`config.mk`:
```
export PLATFORM = sky130hd
export DESIGN_NAME = ats_ctrl
export DESIGN_NICKNAME = d
export VERILOG_FILES = /design/src/rtl/ats_pkg.sv /design/src/rtl/ats_ctrl.sv
export SDC_FILE = /design/constraint.sdc
export NUM_CORES = 1
export LEC_CHECK = 0
export BUFFER_PORTS_ARGS = -buffer_cell sky130_fd_sc_hd__buf_2
export CAP_MARGIN = 20
export CORE_ASPECT_RATIO = 0.9
export CORE_MARGIN = 5
export CORE_UTILIZATION = 35
export DETAILED_ROUTE_END_ITERATION = 8
export GPL_ROUTABILITY_DRIVEN = 0
export GPL_TIMING_DRIVEN = 0
export PLACE_DENSITY = 0.67
export SETUP_SLACK_MARGIN = 0.02
export SLEW_MARGIN = 25
export SYNTH_ARGS = -nofsm -noshare
export SYNTH_HDL_FRONTEND = slang
export SYNTH_SLANG_ARGS = --single-unit
```
`constraint.sdc`:
```
create_clock -name clk -period 2.6 [get_ports clk]
set_input_delay 0.26 -clock clk [delete_from_list [all_inputs] [get_ports clk]]
set_output_delay 0.26 -clock clk [all_outputs]
set_load 0.03 [all_outputs]
```
`src/rtl/ats_pkg.sv`:
```
// ---------------------------------------------------------------------------
// ats_pkg
// shared types and codes for the annealing tour step block
// ---------------------------------------------------------------------------
package ats_pkg;

  localparam int ENERGY_W = 39;
  localparam int COUNT_W  = 32;

  typedef enum logic [1:0] {
    FUNC_LOAD = 2'd0,
    FUNC_STEP = 2'd1,
    FUNC_READ = 2'd2,
    FUNC_NONE = 2'd3
  } func_t;

  typedef enum logic [0:0] {
    REG_CITY_COUNT = 1'b0,
    REG_BETA       = 1'b1
  } reg_idx_t;

  typedef struct packed {
    logic [1:0]  func;
    logic [4:0]  index;
    logic [15:0] x_value;
    logic [15:0] y_value;
    logic [4:0]  tour_city;
    logic        use_reverse;
    logic [4:0]  seg_start;
    logic [4:0]  seg_count;
    logic [15:0] neg_log_uniform;
  } in_word_t;

  typedef struct packed {
    logic [38:0] energy_prev;
    logic [38:0] energy_cand;
    logic        accepted;
    logic [38:0] best_energy;
    logic        improved;
    logic [31:0] accepted_total;
    logic [31:0] attempted_total;
    logic [4:0]  best_city;
    logic        last;
  } out_word_t;

  typedef enum logic [3:0] {
    ST_IDLE,
    ST_GATHER,
    ST_PERM_I,
    ST_PERM_J,
    ST_PERM_SWAP,
    ST_REVERSE,
    ST_SCATTER,
    ST_ENERGY,
    ST_DIVIDE,
    ST_COMMIT,
    ST_COPY,
    ST_RESULT,
    ST_READ
  } state_t;

  // controller to datapath
  typedef struct packed {
    logic load;
    logic capture;
    logic gather;
    logic perm_i;
    logic perm_j;
    logic perm_swap;
    logic rev_step;
    logic scatter;
    logic energy;
    logic div_start;
    logic div_step;
    logic commit;
    logic copy;
    logic result;
    logic read;
  } ctrl_t;

  // datapath to controller
  typedef struct packed {
    logic walk_done;
    logic perm_i_done;
    logic perm_j_done;
    logic perm_wrap;
    logic rev_done;
    logic need_div;
    logic div_done;
    logic need_copy;
    logic rev_mode;
  } stat_t;

endpackage

```
`src/rtl/ats_ctrl.sv`:
```
// ---------------------------------------------------------------------------
// ats_ctrl
// sequencer for load, step and readout words
// ---------------------------------------------------------------------------
module ats_ctrl import ats_pkg::*; (
  input  logic   clk,
  input  logic   rst_n,
  input  logic   start,
  input  logic   busy_in,
  input  func_t  func,
  input  stat_t  stat,
  output ctrl_t  ctrl,
  output logic   busy
);

  state_t state_r, state_nxt;

  always_ff @(posedge clk) begin
    if (!rst_n) state_r <= ST_IDLE;
    else        state_r <= state_nxt;
  end

  always_comb begin
    state_nxt = state_r;
    case (state_r)
      ST_IDLE: begin
        if (start && !busy_in) begin
          case (func)
            FUNC_STEP: state_nxt = ST_GATHER;
            FUNC_READ: state_nxt = ST_READ;
            default:   state_nxt = ST_IDLE;
          endcase
        end
      end
      ST_GATHER:    if (stat.walk_done) state_nxt = stat.rev_mode ? ST_REVERSE : ST_PERM_I;
      ST_PERM_I: begin
        if (stat.perm_i_done) state_nxt = stat.perm_wrap ? ST_REVERSE : ST_PERM_J;
      end
      ST_PERM_J:    if (stat.perm_j_done) state_nxt = ST_PERM_SWAP;
      ST_PERM_SWAP: state_nxt = ST_REVERSE;
      ST_REVERSE:   if (stat.rev_done) state_nxt = ST_SCATTER;
      ST_SCATTER:   if (stat.walk_done) state_nxt = ST_ENERGY;
      ST_ENERGY:    if (stat.walk_done) state_nxt = stat.need_div ? ST_DIVIDE : ST_COMMIT;
      ST_DIVIDE:    if (stat.div_done) state_nxt = ST_COMMIT;
      ST_COMMIT:    state_nxt = stat.need_copy ? ST_COPY : ST_RESULT;
      ST_COPY:      if (stat.walk_done) state_nxt = ST_RESULT;
      ST_RESULT:    state_nxt = ST_IDLE;
      ST_READ:      if (stat.walk_done) state_nxt = ST_IDLE;
      default:      state_nxt = ST_IDLE;
    endcase
  end

  always_comb begin
    ctrl = '0;
    case (state_r)
      ST_IDLE: begin
        ctrl.load    = start && !busy_in && (func == FUNC_LOAD);
        ctrl.capture = start && !busy_in;
      end
      ST_GATHER:    ctrl.gather    = 1'b1;
      ST_PERM_I:    ctrl.perm_i    = 1'b1;
      ST_PERM_J:    ctrl.perm_j    = 1'b1;
      ST_PERM_SWAP: ctrl.perm_swap = 1'b1;
      ST_REVERSE:   ctrl.rev_step  = 1'b1;
      ST_SCATTER:   ctrl.scatter   = 1'b1;
      ST_ENERGY: begin
        ctrl.energy    = 1'b1;
        ctrl.div_start = stat.walk_done;
      end
      ST_DIVIDE:    ctrl.div_step  = 1'b1;
      ST_COMMIT:    ctrl.commit    = 1'b1;
      ST_COPY:      ctrl.copy      = 1'b1;
      ST_RESULT:    ctrl.result    = 1'b1;
      ST_READ:      ctrl.read      = 1'b1;
      default:      ctrl = '0;
    endcase
  end

  assign busy = (state_r != ST_IDLE);

`ifndef SYNTH
  a_load_idle: assert property (@(posedge clk) disable iff (!rst_n)
    ctrl.load |-> state_r == ST_IDLE) else $error("load outside idle");
  a_result_idle: assert property (@(posedge clk) disable iff (!rst_n)
    ctrl.result |=> state_r == ST_IDLE) else $error("result not followed by idle");
  a_div_from_energy: assert property (@(posedge clk) disable iff (!rst_n)
    (state_r == ST_DIVIDE) |-> ($past(state_r) == ST_ENERGY || $past(state_r) == ST_DIVIDE))
    else $error("divide entered badly");
`endif

endmodule

```
Word-level counts from Yosys, hierarchy flattened
Cells that the tools add are included.

cells by class
  mux-type cells = 29
  reduce and logical (&&, ||, !) cells = 7
  equal/unequal tests = 24

operators by type and width
  operator              count
  $pmux W4 S12          1
  $mux W4               10
  $eq A4 B4 Y1 const B  5
  $ne A2 B2 Y1 const B  10
  $eq A4 B3 Y1 const B  4
  $mux W1               13
  $reduce_and A10 Y1    1
  $eq A4 B2 Y1 const B  2
  $pmux W4 S2           1
  $mux W3               2
  $eq A4 B1 Y1 const B  1
  $logic_not A4 Y1      1
  $mux W2               2
  $reduce_bool A4 Y1    1
  $eq A2 B1 Y1 const B  1
  $eq A2 B2 Y1 const B  1
  $logic_and A1 B1 Y1   2
  $logic_not A2 Y1      1
  $logic_not A1 Y1      1

storage, ports and cells
  input bits = 15
  register bits after elaboration = 4
  logic and storage cells = 61

Logic depth before layout (Yosys ltp)
Gate-level depths: netlist (run 1).

  depth in word-level cells = 4
  gate-level depth with buffers = 7
  depth with buffers taken out = 5

Worst setup path before layout (run 1)
No wires, ideal clock.

  path kind = reg-to-output
  from = register state_r[2]
  to = output ctrl[14] in the netlist's numbering
  buffers on the path = 1
  arrival = 2.010 ns
  path slack = 0.330 ns
  stages on the path, launching flop included = 4
  path through = dfxtp_1 -> or4_1 -> buf_2 -> nor4_1

RTL lines
  what                    RTL line        text
  start, declared         ats_ctrl.sv:16  state_t state_r, state_nxt;
  start signal, assigned  ats_ctrl.sv:20  else state_r <= state_nxt;
  end, declared           ats_ctrl.sv:12  output ctrl_t ctrl,

==> impl_metrics.tcl, run 1 <==
set metrics [dict create \
    outcome "completed" \
    ant_nets 0 \
    drv_cap 0 \
    synth-seq-cells 4 \
    ctsHoldBuffers 0 \
    synth_flop_cell "dfxtp_1" \
    area_growth_pct 35.2 \
    die_w_um 52.5 \
    first_pass_iters 4 \
    die_h_um 48.3 \
    clk_pin_slew_ns 0.04 \
    skew_ns 0.00639 \
    grt_usage_pct 14.4 \
    grt_pass1_vias 647 \
    setup-tns-final_ns 0 \
    postCtsSetupBuffers 0 \
    ir_drop_uv 441 \
    fmax_ghz 0.497 \
    hold_class "in2reg" \
    placed_area_um2 747 \
    synth-edff-count 0 \
    post-route-period-util_pct 77.5 \
    worstMarginPinSlew_ns 0.495 \
    antenna_cells 0 \
    nNetsFinal 130 \
    final_area_um2 769 \
    rsz0062_at_grt "no" \
    max-slew-margin-rel_pct 67.0 \
    synth.top_cell.area_share_pct 14.1 \
    dieArea_mm2 0.00253 \
    antenna_found_initial 0 \
    cp-start-kind "flop" \
    syn_nets 95 \
    min-delay-start "rst_n" \
    post_drt_wl_per_cell_um 12.1 \
    instances_no_fill 135 \
    grt_max_degree 11 \
    fill_cells 161 \
    cts.sinks 4 \
    io_pins 31 \
    synthMostInstantiatedCell "nor2_1" \
    netlist_instances 80 \
    total_power_uw 832 \
    yosysSeqAreaShare_pct 14.1 \
    post-route-util_pct 51.4 \
    top_register "state_r" \
    reg2reg_from "state_r[3]$_SDFFE_PN0P_" \
    ys_warn_count 0 \
    crit_path_max_fanout 7 \
    synth_top_area_cell "dfxtp_1" \
    cts_tree "yes" \
    viasPerCell 5.21 \
    postSynth.asyncResetShare_pct 0 \
    largest_reg_flops 4 \
    crit_arrival_ns 1.75 \
    root_buffer "clkbuf_4" \
    synth_area_um2 569 \
    cts_buffers 3 \
    hold_violations 0 \
    clk_latency_ns 0.24 \
    path_class "reg2out" \
    cts-resized-gates 0 \
    dr_total_vias 703 \
    slew_violations 0 \
    synth_common_cells "nor2_1, nor3_1, a21oi_1" \
    whs_ns 0.325 \
    largest_registers "state_r (4)" \
    p_leak_nw 0.359 \
    cts_max_level 1 \
    place_inst 132 \
    grt_overflow 0 \
    power_density_mw_per_mm2 1080 \
    grt_pass1_wl_um 2740 \
    cp-startpoint "state_r[2]$_SDFFE_PN0P_" \
    drc 0 \
    post-dp-hpwl_um 1320 \
    row_count 13 \
    cts_buffer_depth 2 \
    io_buffers 30 \
    cp.required_ns 2.34 \
    avgSynthCellArea_um2 7.12 \
    coreArea_mm2 0.00150 \
    setup_viol 0 \
    wirelength_um 1630 \
    ys_types 35 \
    start_util_pct 38.0 \
    pre_cts_slack_ns 0.830 \
    drive_above_1_share_pct 41.6 \
    fin_ws_ns 0.586 \
    dr.first_iter.drc_count 20 \
    synth.area.top_cells "dfxtp_1, nor3_1, nor2_1" \
    fin_crit_ns 2.01 \
    endpoint_kind "primary output" \
]
==> layer usage <==
layer | global-route usage (%) | share of wire [%]
met2 | 24.5 | 46
met1 | 19.3 | 47
met5 | 0 | 0
met3 | 0.917 | 5.7
met4 | 6.12 | 0.86
==> critical path, cell delays in order (launching register included) <==
cell     delay (ns)
dfxtp_1        0.35
or4_1          0.54
buf_2          0.17
nor4_1         0.21
buf_2          0.24
==> power by group <==
part | internal [mW] | total, mW | switching, mW
Clock | 0.0517 | 0.0785 | 0.0267
Sequential | 0.0845 | 0.108 | 0.0233
Combinational | 0.253 | 0.645 | 0.393
==> cells by family (layout without fill, tap and decap cells) <==
group | Yosys count | in the layout | synth area share, %
DFF | 4 | 4 | 14.1
xor gates and xnor gates | 1 | 1 | 1.54
buffers and inverters | 9 | 42 | 10.5
AOI/OAI and AO/OA | 19 | 19 | 27.3
and+or+nand+nor | 44 | 44 | 41.3
muxes | 3 | 3 | 5.27
==> cells in the final DEF (no fill, tap or decap), drive strengths merged <==
| cell type | count |
|---|---|
| or3b | 1 |
| nor2b | 2 |
| buf | 35 |
| o21ai | 3 |
| nor3b | 2 |
| mux2i | 3 |
| dfxtp | 4 |
| clkbuf | 5 |
| or2b | 2 |
| xor2 | 1 |
| o31ai | 1 |
| nand3 | 3 |
| nor4 | 1 |
| a21oi | 9 |
| a31o | 1 |
| and2 | 1 |
| inv | 2 |
| or4 | 1 |
| or2 | 1 |
| a311oi | 1 |
| nor3 | 10 |
| o22ai | 1 |
| o211ai | 2 |
| nand2b | 3 |
| nor2 | 12 |
| nand2 | 5 |
| a2111oi | 1 |
==> path summary, 6_finish.rpt <==
path | slack [ns] | endpoint | depth (start not counted)
setup / recovery | 0.59 | ctrl[14] | 4
hold / removal | 0.33 | state_r[0]$_SDFFE_PN0P_ | 3
setup reg to reg | 0.84 | state_r[3]$_SDFFE_PN0P_ | 6
hold reg to reg | 0.63 | state_r[3]$_SDFFE_PN0P_ | 3
==> final cells by class <==
| class | instances | area [um^2] | share of cell area (%) |
|---|---|---|---|
| sequential | 4 | 80.1 | 10.4 |
| inverter | 2 | 7.51 | 0.976 |
| buffer | 7 | 52.6 | 6.83 |
| multi-input combinational | 67 | 429 | 55.8 |
| timing repair buffer | 30 | 150 | 19.5 |
| tap | 22 | 27.5 | 3.58 |
| clock buffer | 3 | 22.5 | 2.93 |
No activity file was read; power rests on OpenSTA's default activity.
==> inputs of run 2 (changes only) <==
- PLACE_DENSITY: 0.67 -> 0.7
- clock period: 2.6 -> 1.85 ns (I/O delays scaled with it)
==> run 2 against run 1 <==
Against the previous run: critical path type unchanged; cell area up 7.6%; via count down 3.6%; highest routed layer unchanged; total power up 51%; clock skew down 0.0045 ns.
==> impl_metrics.tcl, run 2 (synthesized netlist as in run 1, its figures left out) <==
set metrics [dict create \
    outcome "completed" \
    p_int_uw 608 \
    max-slew-margin-rel_pct 65.8 \
    fill_cells 159 \
    largest_registers "state_r (4)" \
    critPathTopFamily "simple AND/OR/NAND/NOR gates" \
    path_depth 3 \
    skew_ns 0.00192 \
    p_seq_share_pct 12.5 \
    grt_pass1_vias 634 \
    pre_cts_slack_ns 0.0726 \
    drive_above_1_share_pct 49.1 \
    antenna_found_initial 0 \
    path_class "reg2out" \
    slowest_delay_ns 0.59 \
    largest_reg_flops 4 \
    ir_drop_uv 609 \
    grt_overflow 0 \
    path_buf_inv 1 \
    final_area_um2 828 \
    root_buffer "clkbuf_4" \
    cts_buffer_depth 2 \
    start_util_pct 38.0 \
    io_buffers 30 \
    top_register "state_r" \
    endpoint_kind "primary output" \
    dr_total_vias 678 \
    fmax_ghz 0.574 \
    cts_tree "yes" \
    row_count 13 \
    io_pins 31 \
    reg2reg_from "state_r[3]$_SDFFE_PN0P_" \
    cp_cell_sequence "or4_4 > nor4_4 > buf_6" \
    post-route-period-util_pct 94.1 \
    hold_class "in2reg" \
    cts_max_level 1 \
    clk_pin_slew_ns 0.04 \
    cp-startpoint "state_r[3]$_SDFFE_PN0P_" \
    grt_pass1_wl_um 2820 \
    rsz0062_at_grt "yes" \
    hold_violations 0 \
    dr.first_iter.drc_count 14 \
    crit_arrival_ns 1.56 \
    dieArea_mm2 0.00253 \
    cp-start-kind "flop" \
    slew_violations 0 \
    placed_area_um2 762 \
    clkPwrFrac_pct 8.6 \
    critPathSlowestCell "or4_4" \
    die_w_um 52.5 \
    area_growth_pct 45.5 \
    p_sw_share_pct 51.5 \
    fin_ws_ns 0.109 \
    drc 0 \
    whs_path_depth 3 \
    post-dp-hpwl_um 1310 \
    power_switching_uw 645 \
    die_h_um 48.3 \
    layout_common_cells "buf_2, nor2_1, nor3_1" \
    drv_cap 0 \
    grt_usage_pct 14.8 \
    antenna_cells 0 \
    final_common_cell "buf_2" \
    wirelength_um 1640 \
    ant_nets 0 \
    power_density_mw_per_mm2 1510 \
    cts.sinks 4 \
    crit_path_max_fanout 5 \
    min-delay-start "rst_n" \
    setup_viol 0 \
    cts_buffers 3 \
    viasPerCell 4.99 \
    total_power_mw 1.25 \
    worstMarginPinSlew_ns 0.511 \
    first_pass_iters 4 \
    nNetsFinal 131 \
    fin_crit_ns 1.74 \
    post-route-util_pct 55.4 \
    p_leak_nw 0.380 \
    post_drt_wl_per_cell_um 12.1 \
    clk_latency_ns 0.23 \
    p_comb_share_pct 78.9 \
    grt_max_degree 11 \
    coreArea_mm2 0.00150 \
    cp.required_ns 1.66 \
    r2r_cells 8 \
]
## run 2: layout make-up
type                       instances  area [um^2]  share of cell area [%]
inverter                           2         7.51                   0.906
timing repair buffer              33          179                    21.6
multi-input combinational         67          462                    55.7
tap                               22         27.5                    3.32
sequential                         4         85.1                    10.3
buffer                             5         45.0                    5.44
clock buffer                       3         22.5                    2.72
## run 2: final timing paths
kind	to	slack, ns
setup / recovery	ctrl[14]	0.11
hold / removal	state_r[0]$_SDFFE_PN0P_	0.26
setup reg to reg	state_r[0]$_SDFFE_PN0P_	0.14
hold reg to reg	state_r[3]$_SDFFE_PN0P_	0.62
## run 2: metrics by stage
| stage | TNS (ns) | hold slack [ns] | cells |
|---|---|---|---|
| final | 0 | 0.257 | 136 |
| after global routing | -0.00127 | 0.281 | 136 |
| after CTS | 0 | 0.240 | 135 |
| after detailed placement | 0 | 0.494 | 132 |
| after global placement | 0 | 0.487 | 132 |
| after floorplan | 0 | 0.320 | 80 |
## run 2: power by group through the flow
stage,combinational (mW),clock (mW),sequential [mW]
3_3_place_gp,0.908,0,0.151
6_report,0.988,0.107,0.157
4_1_cts,0.963,0.111,0.156
3_5_place_dp,0.919,0,0.154
2_1_floorplan,0.735,0,0.145
5_1_grt,1.09,0.116,0.164
## run 2: worst reg2reg max path, delay by kind of cell, from the launching register on
family	cells	cell delay (ns)
flip-flops	1	0.33
AND/OR/NAND/NOR	1	0.13
buffers and inverters	3	0.45
AO/OA/AOI/OAI	4	0.72
## run 2: timing repair
item,4_1_cts,5_1_grt
pin swaps,1,3
gates cloned,0,0
setup endpoints to repair,1,5
gates resized for setup,6,6
buffers inserted,0,3
hold buffers,0,0
## run 2: metal layers
metal  track usage (%)  wire length, um  share of wire, %
met5                 0                0                 0
met4              4.59               20               1.2
met3              1.22               75               4.6
met2              27.7              758                46
met1              18.2              788                48
